**config.mk**
```make
export PLATFORM = sky130hd
export DESIGN_NAME = lph_ctrl
export DESIGN_NICKNAME = d
export VERILOG_FILES = /design/src/rtl/lph_pkg.sv /design/src/rtl/lph_ctrl.sv
export SDC_FILE = /design/constraint.sdc
export NUM_CORES = 1
export LEC_CHECK = 0
export ABC_AREA = 1
export ABC_CLOCK_PERIOD_IN_PS = 1100
export BUFFER_PORTS_ARGS = -buffer_cell sky130_fd_sc_hd__buf_2
export CAP_MARGIN = 20
export CORE_AREA = 5 5 42 44
export DETAILED_ROUTE_END_ITERATION = 8
export DIE_AREA = 0 0 47 49
export GPL_ROUTABILITY_DRIVEN = 0
export SKIP_CTS_REPAIR_TIMING = 1
export SYNTH_ARGS = -nofsm -noshare
export SYNTH_HDL_FRONTEND = slang
export SYNTH_SLANG_ARGS = --single-unit
export TNS_END_PERCENT = 20
```
**constraint.sdc**
```tcl
create_clock -name clk -period 1.1 [get_ports clk]
set_input_delay 0.11 -clock clk [delete_from_list [all_inputs] [get_ports clk]]
set_output_delay 0.11 -clock clk [all_outputs]
set_load 0.1 [all_outputs]
```
**src/rtl/lph_pkg.sv**
```systemverilog
// Shared types and constants for the linear probing hash table.
`timescale 1ns / 1ps

package lph_pkg;

	// Operation codes carried on the operation port
	typedef enum logic {
		OP_INSERT = 1'b0,
		OP_SEARCH = 1'b1
	} op_t;

	// Result codes carried on the status port
	typedef enum logic [1:0] {
		RES_INSERTED = 2'd0,
		RES_FULL     = 2'd1,
		RES_FOUND    = 2'd2,
		RES_MISSING  = 2'd3
	} result_t;

	// Home slot reduction: the key is padded to KEY_PAD_W bits and reduced
	// MOD_BITS bits a cycle, most significant first.
	localparam int KEY_W     = 31;
	localparam int KEY_PAD_W = 32;
	localparam int MOD_BITS  = 8;
	localparam int MOD_STEPS = KEY_PAD_W / MOD_BITS;
	localparam int MOD_CNT_W = $clog2(MOD_STEPS);
	localparam int SLOT_W    = 7;

	// One table slot as held in memory
	typedef struct packed {
		logic             valid;
		logic [KEY_W-1:0] key;
		logic [7:0]       age;
		logic [63:0]      name_lo;
		logic [63:0]      name_mid;
		logic [31:0]      name_hi;
	} slot_entry_t;

	typedef enum logic [2:0] {
		S_CLEAR,
		S_IDLE,
		S_MOD,
		S_START,
		S_READ,
		S_CHECK
	} ctrl_state_t;

	// Controller to datapath commands
	typedef struct packed {
		logic    capture;
		logic    mod_step;
		logic    probe_start;
		logic    rd_en;
		logic    probe_adv;
		logic    write_ins;
		logic    clr_write;
		logic    out_load;
		result_t result;
		logic    hit;
	} ctrl_cmd_t;

	// Datapath to controller status
	typedef struct packed {
		logic op_search;
		logic count_full;
		logic slot_valid;
		logic key_match;
		logic probes_done;
		logic last_slot;
		logic out_free;
	} dp_status_t;

endpackage

```
**src/rtl/lph_ctrl.sv**
```systemverilog
// Controller state machine sequencing clear, hashing and probing.
`timescale 1ns / 1ps

module lph_ctrl (
	input  logic                   clk,
	input  logic                   arst_n,
	input  logic                   in_valid,
	output logic                   in_ready,
	input  lph_pkg::dp_status_t    sts,
	output lph_pkg::ctrl_cmd_t     cmd
);

	lph_pkg::ctrl_state_t state_q, state_d;
	logic [lph_pkg::MOD_CNT_W-1:0] mod_cnt_q, mod_cnt_d;

	localparam logic [lph_pkg::MOD_CNT_W-1:0] MOD_LAST =
		lph_pkg::MOD_CNT_W'(lph_pkg::MOD_STEPS - 1);

	always_ff @(posedge clk or negedge arst_n) begin
		if (!arst_n) begin
			state_q   <= lph_pkg::S_CLEAR;
			mod_cnt_q <= '0;
		end else begin
			state_q   <= state_d;
			mod_cnt_q <= mod_cnt_d;
		end
	end

	always_comb begin
		state_d    = state_q;
		mod_cnt_d  = mod_cnt_q;
		in_ready   = 1'b0;
		cmd        = '0;
		cmd.result = lph_pkg::RES_INSERTED;
		case (state_q)
			lph_pkg::S_CLEAR: begin
				cmd.clr_write = 1'b1;
				if (sts.last_slot) begin
					state_d = lph_pkg::S_IDLE;
				end
			end
			lph_pkg::S_IDLE: begin
				in_ready = 1'b1;
				if (in_valid) begin
					cmd.capture = 1'b1;
					mod_cnt_d   = '0;
					state_d     = lph_pkg::S_MOD;
				end
			end
			lph_pkg::S_MOD: begin
				cmd.mod_step = 1'b1;
				mod_cnt_d    = mod_cnt_q + 1'b1;
				if (mod_cnt_q == MOD_LAST) begin
					state_d = lph_pkg::S_START;
				end
			end
			lph_pkg::S_START: begin
				if (!sts.op_search && sts.count_full) begin
					if (sts.out_free) begin
						cmd.out_load = 1'b1;
						cmd.result   = lph_pkg::RES_FULL;
						state_d      = lph_pkg::S_IDLE;
					end
				end else begin
					cmd.probe_start = 1'b1;
					state_d         = lph_pkg::S_READ;
				end
			end
			lph_pkg::S_READ: begin
				cmd.rd_en = 1'b1;
				state_d   = lph_pkg::S_CHECK;
			end
			lph_pkg::S_CHECK: begin
				if (!sts.op_search) begin
					if (!sts.slot_valid) begin
						if (sts.out_free) begin
							cmd.write_ins = 1'b1;
							cmd.out_load  = 1'b1;
							cmd.result    = lph_pkg::RES_INSERTED;
							state_d       = lph_pkg::S_IDLE;
						end
					end else if (sts.probes_done) begin
						if (sts.out_free) begin
							cmd.out_load = 1'b1;
							cmd.result   = lph_pkg::RES_FULL;
							state_d      = lph_pkg::S_IDLE;
						end
					end else begin
						cmd.probe_adv = 1'b1;
						state_d       = lph_pkg::S_READ;
					end
				end else begin
					if (sts.slot_valid && sts.key_match) begin
						if (sts.out_free) begin
							cmd.out_load = 1'b1;
							cmd.result   = lph_pkg::RES_FOUND;
							cmd.hit      = 1'b1;
							state_d      = lph_pkg::S_IDLE;
						end
					end else if (!sts.slot_valid || sts.probes_done) begin
						if (sts.out_free) begin
							cmd.out_load = 1'b1;
							cmd.result   = lph_pkg::RES_MISSING;
							state_d      = lph_pkg::S_IDLE;
						end
					end else begin
						cmd.probe_adv = 1'b1;
						state_d       = lph_pkg::S_READ;
					end
				end
			end
			default: begin
				state_d = lph_pkg::S_IDLE;
			end
		endcase
	end

endmodule

```
==> impl_metrics.prom, run 1 <==
# TYPE chip_impl_metric gauge
chip_impl_info{name="most_frequent_cell_on_the_critical_path",value="inv_2"} 1
chip_impl_metric{name="routed-via-count",unit=""} 606
chip_impl_metric{name="timing.critical_path.fanout_max",unit=""} 7
chip_impl_metric{name="rows",unit=""} 14
chip_impl_metric{name="buffer_ports.inserted",unit=""} 21
chip_impl_metric{name="syn2layout_area_growth",unit="%"} 121
chip_impl_info{name="r2r_end",value="state_q[0]"} 1
chip_impl_info{name="worstHoldStart",value="in_valid"} 1
chip_impl_metric{name="dpl.cell_count",unit=""} 116
chip_impl_metric{name="final.setup.worst_slack",unit="ns"} -0.467
chip_impl_metric{name="wirelength",unit="um"} 1520
chip_impl_metric{name="initial_utilization",unit=""} 0.314
chip_impl_metric{name="holdPathStages",unit=""} 4
chip_impl_metric{name="worstMarginPinSlew",unit="ns"} 0.333
chip_impl_metric{name="clockBufferDepth",unit=""} 2
chip_impl_metric{name="design.die.area",unit="sq mm"} 0.00230
chip_impl_metric{name="worst_ep_arrival_time",unit="ns"} 1.46
chip_impl_metric{name="synth_cells",unit=""} 72
chip_impl_metric{name="clock_skew",unit="ns"} 0.00634
chip_impl_metric{name="peakVddDrop",unit="mV"} 1.68
chip_impl_metric{name="first_global_vias",unit=""} 548
chip_impl_metric{name="critPathMaxStageDelay",unit="ns"} 0.44
chip_impl_metric{name="final_std_cells_w_o_fill",unit=""} 122
chip_impl_metric{name="final-setup-viol-count",unit=""} 16
chip_impl_info{name="crit_chain",value="inv_2 -> nand3_4 -> inv_2 -> nand2_4 -> a21oi_4 -> buf_12"} 1
chip_impl_info{name="hold_end",value="state_q[0]"} 1
chip_impl_metric{name="hold_viol_final",unit=""} 0
chip_impl_info{name="clockRootBuffer",value="clkbuf_4"} 1
chip_impl_metric{name="inserted_clock_buffers",unit=""} 3
chip_impl_metric{name="syn_avg_cell_area",unit="sq um"} 6.12
chip_impl_metric{name="detailedRoute.firstPassIterationCount",unit=""} 5
chip_impl_info{name="yosys-top-cells-area",value="dfrtp_1 28%, nand2_1 14%, inv_1 11%"} 1
chip_impl_metric{name="netlist-cell-type-count",unit=""} 17
chip_impl_metric{name="detail-route-antenna-nets",unit=""} 0
chip_impl_metric{name="final_min_period",unit="ns"} 1.57
chip_impl_metric{name="num-nets-final",unit=""} 118
chip_impl_metric{name="cts_sinks",unit=""} 5
chip_impl_metric{name="vias_per_cell",unit=""} 4.97
chip_impl_metric{name="synth_largest_type_area_fraction",unit=""} 0.284
chip_impl_metric{name="drtIter0Drc",unit=""} 11
chip_impl_metric{name="final-max-slew-violation-count",unit=""} 0
chip_impl_info{name="timing.critical_path.slowest_stage_cell",value="dfrtp_2"} 1
chip_impl_metric{name="clock_latency",unit="ns"} 0.25
chip_impl_info{name="cp-start-kind",value="flop"} 1
chip_impl_metric{name="regToRegSetupSlack",unit="ns"} -0.07
chip_impl_metric{name="timing.reg2reg.worst_path_depth",unit=""} 7
chip_impl_metric{name="power_leakage",unit="nW"} 0.465
chip_impl_metric{name="worst-endpoint-required",unit="ns"} 0.99
chip_impl_metric{name="maxCapViolCount",unit=""} 0
chip_impl_metric{name="post_synth_instance_area",unit="sq um"} 440
chip_impl_metric{name="final_layout_size_suffix_gt1_frac",unit=""} 0.547
chip_impl_info{name="violated_checks",value="negative setup slack"} 1
chip_impl_info{name="cts_tree",value="built"} 1
chip_impl_metric{name="insertedDiodeCount",unit=""} 0
chip_impl_metric{name="design.core.area",unit="sq mm"} 0.00140
chip_impl_metric{name="period_share",unit=""} 1.42
chip_impl_info{name="grt_setup_unrepaired",value="true"} 1
chip_impl_info{name="synth_largest_area_cell",value="dfrtp_1"} 1
chip_impl_metric{name="pwr_density_cell",unit="mW/mm^2"} 2860
chip_impl_info{name="timing.rr.start",value="state_q[1]"} 1
chip_impl_metric{name="syn_nets",unit=""} 83
chip_impl_metric{name="max_clock_freq",unit="GHz"} 0.638
chip_impl_metric{name="final_cell_area",unit="sq um"} 975
chip_impl_metric{name="cts.reportedPaths.clkPinSlew",unit="ns"} 0.05
chip_impl_metric{name="htree_num_levels",unit=""} 1
chip_impl_metric{name="placement.cell_area",unit="sq um"} 875
chip_impl_metric{name="track_usage",unit=""} 0.140
chip_impl_metric{name="crit_buf_inv",unit=""} 3
chip_impl_metric{name="synth_sequential_area_ratio",unit=""} 0.284
chip_impl_metric{name="drc",unit=""} 0
chip_impl_metric{name="die_height",unit="um"} 49
chip_impl_metric{name="route.detailed.wl_per_inst",unit="um"} 12.4
chip_impl_metric{name="top_level_ports",unit=""} 22
chip_impl_metric{name="chipWidth",unit="um"} 47
chip_impl_metric{name="yosys_register_bits",unit=""} 5
chip_impl_metric{name="post_route_core_utilization",unit=""} 0.696
chip_impl_metric{name="ys.warnings.count",unit=""} 0
chip_impl_info{name="cp_top_family",value="flip-flops"} 1
chip_impl_info{name="critical_path_class",value="reg2out"} 1
chip_impl_metric{name="max-slew-margin-rel",unit=""} 0.776
chip_impl_info{name="run_status",value="complete, but fails checks"} 1
chip_impl_info{name="endpoint_kind",value="output pin"} 1
chip_impl_metric{name="antenna_found_initial",unit=""} 0
chip_impl_metric{name="grt_max_degree",unit=""} 8
chip_impl_metric{name="grt_first_pass_wirelength",unit="um"} 2380
chip_impl_metric{name="detailed_place_hpwl",unit="um"} 1160
chip_impl_info{name="min-delay-path-class",value="in2reg"} 1
chip_impl_metric{name="overflow",unit=""} 0
placed cells by master (no fill, tap or decap), drive strengths merged:
| cell type | netlist | final |
|---|---|---|
| a21oi | 3 | 3 |
| buf | 0 | 29 |
| clkbuf | 0 | 4 |
| dfrtp | 5 | 5 |
| dlygate4sd3 | 0 | 1 |
| ha | 1 | 1 |
| inv | 16 | 16 |
| mux2i | 1 | 1 |
| nand2 | 16 | 16 |
| nand3 | 9 | 9 |
| nand3b | 1 | 1 |
| nor2 | 10 | 10 |
| nor3 | 2 | 2 |
| nor4 | 2 | 2 |
| o211ai | 1 | 1 |
| o21ai | 5 | 5 |
worst max path at each step:
stage	startpoint	to	depth (start not counted)	slack (ns)
final	state_q[1]	cmd[3]	6	-0.47
after global routing	state_q[1]	cmd[3]	6	-0.53
after CTS	state_q[1]	cmd[1]	5	-0.51
after detailed placement	state_q[1]	cmd[3]	5	-0.22
after global placement	state_q[1]	cmd[1]	6	-0.19
after floorplan	state_q[1]	cmd[0]	3	-0.75
state kept, by name, indices dropped and copies added, names as in the netlist:
register and cells:
mod_cnt_q 2, state_q 3
layout make-up:
class	instances	area (sq um)
Tap cell	16	20.0
Sequential cell	5	128
Clock buffer	4	26.3
Multi-Input combinational cell	51	379
Timing Repair Buffer	30	359
Fill cell	108	427
Inverter	16	62.6
metrics by stage:
stage	setup TNS [ns]	hold slack [ns]	worst slack (ns)	power, mW
finish	-4.62	0.128	-0.467	2.79
global route	-5.46	0.143	-0.526	2.91
CTS	-5.54	-0.335	-0.511	2.59
detailed placement	-2.14	-0.0697	-0.220	2.36
global placement	-1.65	-0.0662	-0.187	2.34
floorplan	-5.97	-0.186	-0.753	1.64
where the power goes:
group | switching [mW] | internal, mW | leakage, nW | total, mW
Sequential | 0.103 | 0.275 | 0.0602 | 0.378
Combinational | 1.40 | 0.781 | 0.390 | 2.18
Clock | 0.0872 | 0.138 | 0.0150 | 0.225
synthesized netlist by cell type:
library cell and n:
dfrtp_1 5, nand3_2 2, o21ai_1 3, nor4_1 2, inv_1 13, inv_2 3, nor2_2 1, o21ai_0 2
mux2i_1 1, nand3b_1 1, nor2_1 9, nand2_1 16, nor3_1 2, o211ai_1 1, ha_1 1, nand3_1 7
a21oi_1 3
worst register-to-register path, delay by kind of cell, from the launching register on:
family | cells | cell delay (ns)
flops | 1 | 0.44
simple gates | 5 | 0.37
buf+inv | 2 | 0.24
cell families (layout without fill, tap and decap cells):
kind of cell             count (synthesis)  in the layout  share of synthesized area
AO/OA/AOI/OAI                            9              9                      0.108
adder cells (fa/ha/maj)                  1              1                     0.0284
buffers and inverters                   16             50                      0.136
flip-flops                               5              5                      0.284
multiplexers                             1              1                     0.0227
AND/OR/NAND/NOR                         40             40                      0.420
layer usage:
layer | vias up | GRT usage | routed length [um]
met5 | - | 0 | 0
met4 | 0 | 0.0829 | 14
met3 | 2 | 0.0332 | 61
met2 | 16 | 0.197 | 788
met1 | 282 | 0.188 | 653
li1 | 306 | - | -
Power figures use the tool's default switching activity.
==> run 2: changes to the inputs <==
- ABC_CLOCK_PERIOD_IN_PS: 1100 -> 1800
- clock period: 1.1 -> 1.8 ns (I/O delays scaled with it)
==> impl_metrics.prom, run 2 (same netlist as run 1, synthesis figures left out) <==
# TYPE chip_impl_metric gauge
chip_impl_metric{name="buffer_ports.inserted",unit=""} 21
chip_impl_metric{name="antenna_found_initial",unit=""} 0
chip_impl_metric{name="drc",unit=""} 0
chip_impl_metric{name="rows",unit=""} 14
chip_impl_metric{name="design.die.area",unit="sq mm"} 0.00230
chip_impl_info{name="largest-register",value="state_q"} 1
chip_impl_metric{name="holdPathStages",unit=""} 4
chip_impl_info{name="worstHoldStart",value="in_valid"} 1
chip_impl_metric{name="dpl.cell_count",unit=""} 109
chip_impl_metric{name="worst_ep_arrival_time",unit="ns"} 1.51
chip_impl_metric{name="insertedDiodeCount",unit=""} 0
chip_impl_metric{name="top_level_ports",unit=""} 22
chip_impl_info{name="layout.cells.most_common_list",value="16 x nand2_1, 13 x inv_1, 13 x buf_2, 9 x nor2_1"} 1
chip_impl_info{name="hold_end",value="state_q[0]"} 1
chip_impl_metric{name="final.hold.worst_slack",unit="ns"} 0.204
chip_impl_metric{name="timing.critical_path.fanout_max",unit=""} 7
chip_impl_metric{name="power.total",unit="mW"} 1.31
chip_impl_info{name="grt.busiest_layer",value="met2"} 1
chip_impl_metric{name="htree_num_levels",unit=""} 1
chip_impl_metric{name="gr-usage-met3",unit=""} 0.0443
chip_impl_metric{name="routed-via-count",unit=""} 525
chip_impl_metric{name="clockBufferDepth",unit=""} 2
chip_impl_info{name="min-delay-path-class",value="in2reg"} 1
chip_impl_metric{name="clock_latency",unit="ns"} 0.24
chip_impl_metric{name="placement.cell_area",unit="sq um"} 718
chip_impl_metric{name="syn2layout_area_growth",unit="%"} 73.9
chip_impl_metric{name="period_share",unit=""} 0.939
chip_impl_metric{name="die_height",unit="um"} 49
chip_impl_metric{name="max_reg_flops",unit=""} 3
chip_impl_metric{name="wirelength",unit="um"} 1200
chip_impl_metric{name="peakVddDrop",unit="mV"} 1.00
chip_impl_metric{name="chipWidth",unit="um"} 47
chip_impl_metric{name="worstMarginPinSlew",unit="ns"} 0.489
chip_impl_info{name="cp-start-kind",value="flop"} 1
chip_impl_metric{name="final-setup-viol-count",unit=""} 0
chip_impl_metric{name="cts_sinks",unit=""} 5
chip_impl_info{name="critical_path_class",value="reg2out"} 1
chip_impl_metric{name="final_cell_area",unit="sq um"} 766
chip_impl_metric{name="inserted_clock_buffers",unit=""} 3
chip_impl_metric{name="max_clock_freq",unit="GHz"} 0.592
chip_impl_metric{name="final_layout_size_suffix_gt1_frac",unit=""} 0.378
chip_impl_metric{name="max-slew-margin-rel",unit=""} 0.676
chip_impl_metric{name="clock_skew",unit="ns"} 0.000976
chip_impl_metric{name="track_usage",unit=""} 0.124
chip_impl_metric{name="detailedRoute.firstPassIterationCount",unit=""} 4
chip_impl_metric{name="grt_max_degree",unit=""} 8
chip_impl_metric{name="route.detailed.wl_per_inst",unit="um"} 10.5
chip_impl_info{name="run_status",value="finished, final reports clean"} 1
chip_impl_info{name="largestRegisters",value="state_q (3), mod_cnt_q (2)"} 1
chip_impl_metric{name="timing.reg2reg.worst_path_depth",unit=""} 5
chip_impl_metric{name="maxCapViolCount",unit=""} 0
chip_impl_metric{name="drtIter0Drc",unit=""} 13
chip_impl_info{name="timing.rr.start",value="state_q[1]"} 1
chip_impl_metric{name="first_global_vias",unit=""} 490
chip_impl_metric{name="cts.reportedPaths.clkPinSlew",unit="ns"} 0.04
chip_impl_metric{name="groute.layer.met1.usage",unit=""} 0.143
chip_impl_metric{name="pwr_density_cell",unit="mW/mm^2"} 1720
chip_impl_metric{name="final_min_period",unit="ns"} 1.69
chip_impl_info{name="final_common_cell",value="nand2_1"} 1
chip_impl_metric{name="overflow",unit=""} 0
chip_impl_metric{name="final_std_cells_w_o_fill",unit=""} 114
chip_impl_metric{name="design.core.area",unit="sq mm"} 0.00140
chip_impl_metric{name="worst-endpoint-required",unit="ns"} 1.62
chip_impl_metric{name="initial_utilization",unit=""} 0.314
chip_impl_info{name="grt_setup_unrepaired",value="false"} 1
chip_impl_info{name="clockRootBuffer",value="clkbuf_4"} 1
chip_impl_metric{name="detailed_place_hpwl",unit="um"} 1020
chip_impl_metric{name="hold_viol_final",unit=""} 0
chip_impl_metric{name="post_route_core_utilization",unit=""} 0.546
chip_impl_metric{name="detail-route-antenna-nets",unit=""} 0
chip_impl_info{name="endpoint_kind",value="output pin"} 1
chip_impl_metric{name="final-max-slew-violation-count",unit=""} 0
chip_impl_info{name="cts_tree",value="built"} 1
chip_impl_metric{name="vias_per_cell",unit=""} 4.61
chip_impl_metric{name="grt.met2_usage",unit=""} 0.183
chip_impl_info{name="r2r_end",value="state_q[2]"} 1
chip_impl_metric{name="num-nets-final",unit=""} 110
chip_impl_metric{name="regToRegSetupSlack",unit="ns"} 0.61
chip_impl_metric{name="power_leakage",unit="nW"} 0.397
chip_impl_metric{name="grt_first_pass_wirelength",unit="um"} 2080
## run 2: cell types whose count changed in the layout (fill, tap and decap cells not counted), sizes merged
cell / before / now
buf: 29 / 20
clkbuf: 4 / 5
## run 2: power by group
group / internal [mW] / switching (mW) / leakage (nW)
combinational: 0.230 / 0.712 / 0.320
sequential: 0.167 / 0.0752 / 0.0618
clock: 0.0839 / 0.0468 / 0.0150
total: 0.481 / 0.834 / 0.397
## run 2: per-stage QoR
step	setup slack [ns]	TNS (ns)
after floorplan	-0.362	-1.14
after global placement	0.323	0
after detailed placement	0.298	0
after CTS	0.0329	0
after global routing	0.0126	0
final	0.111	0
## run 2: layout make-up
class                      count  area, sq um
fill                         150          636
clock buffer                   4         26.3
multi-input combinational     51          310
tap                           16         20.0
inverter                      16         60.1
sequential                     5          126
timing repair buffer          22          223
## run 2: per-layer routing
layer,part of all wire,vias up
li1,-,280
met1,0.38,225
met2,0.55,17
met3,0.049,3
met4,0.021,0
met5,0,-
## run 2: worst max-delay path by stage
stage                           from      to  cells after the start
after floorplan           state_q[1]  cmd[2]                      3
after global placement    state_q[1]  cmd[3]                      6
after detailed placement  state_q[1]  cmd[1]                      6
after CTS                 state_q[1]  cmd[3]                      6
after global routing      state_q[1]  cmd[3]                      6
final                     state_q[1]  cmd[3]                      6
## run 2: worst max-delay path, stage by stage (launching register included)
cell and delay, ns:
dfrtp_1 0.41, inv_1 0.17, nand3_4 0.16, inv_2 0.07, nand2_1 0.07, a21oi_2 0.18, buf_12 0.19
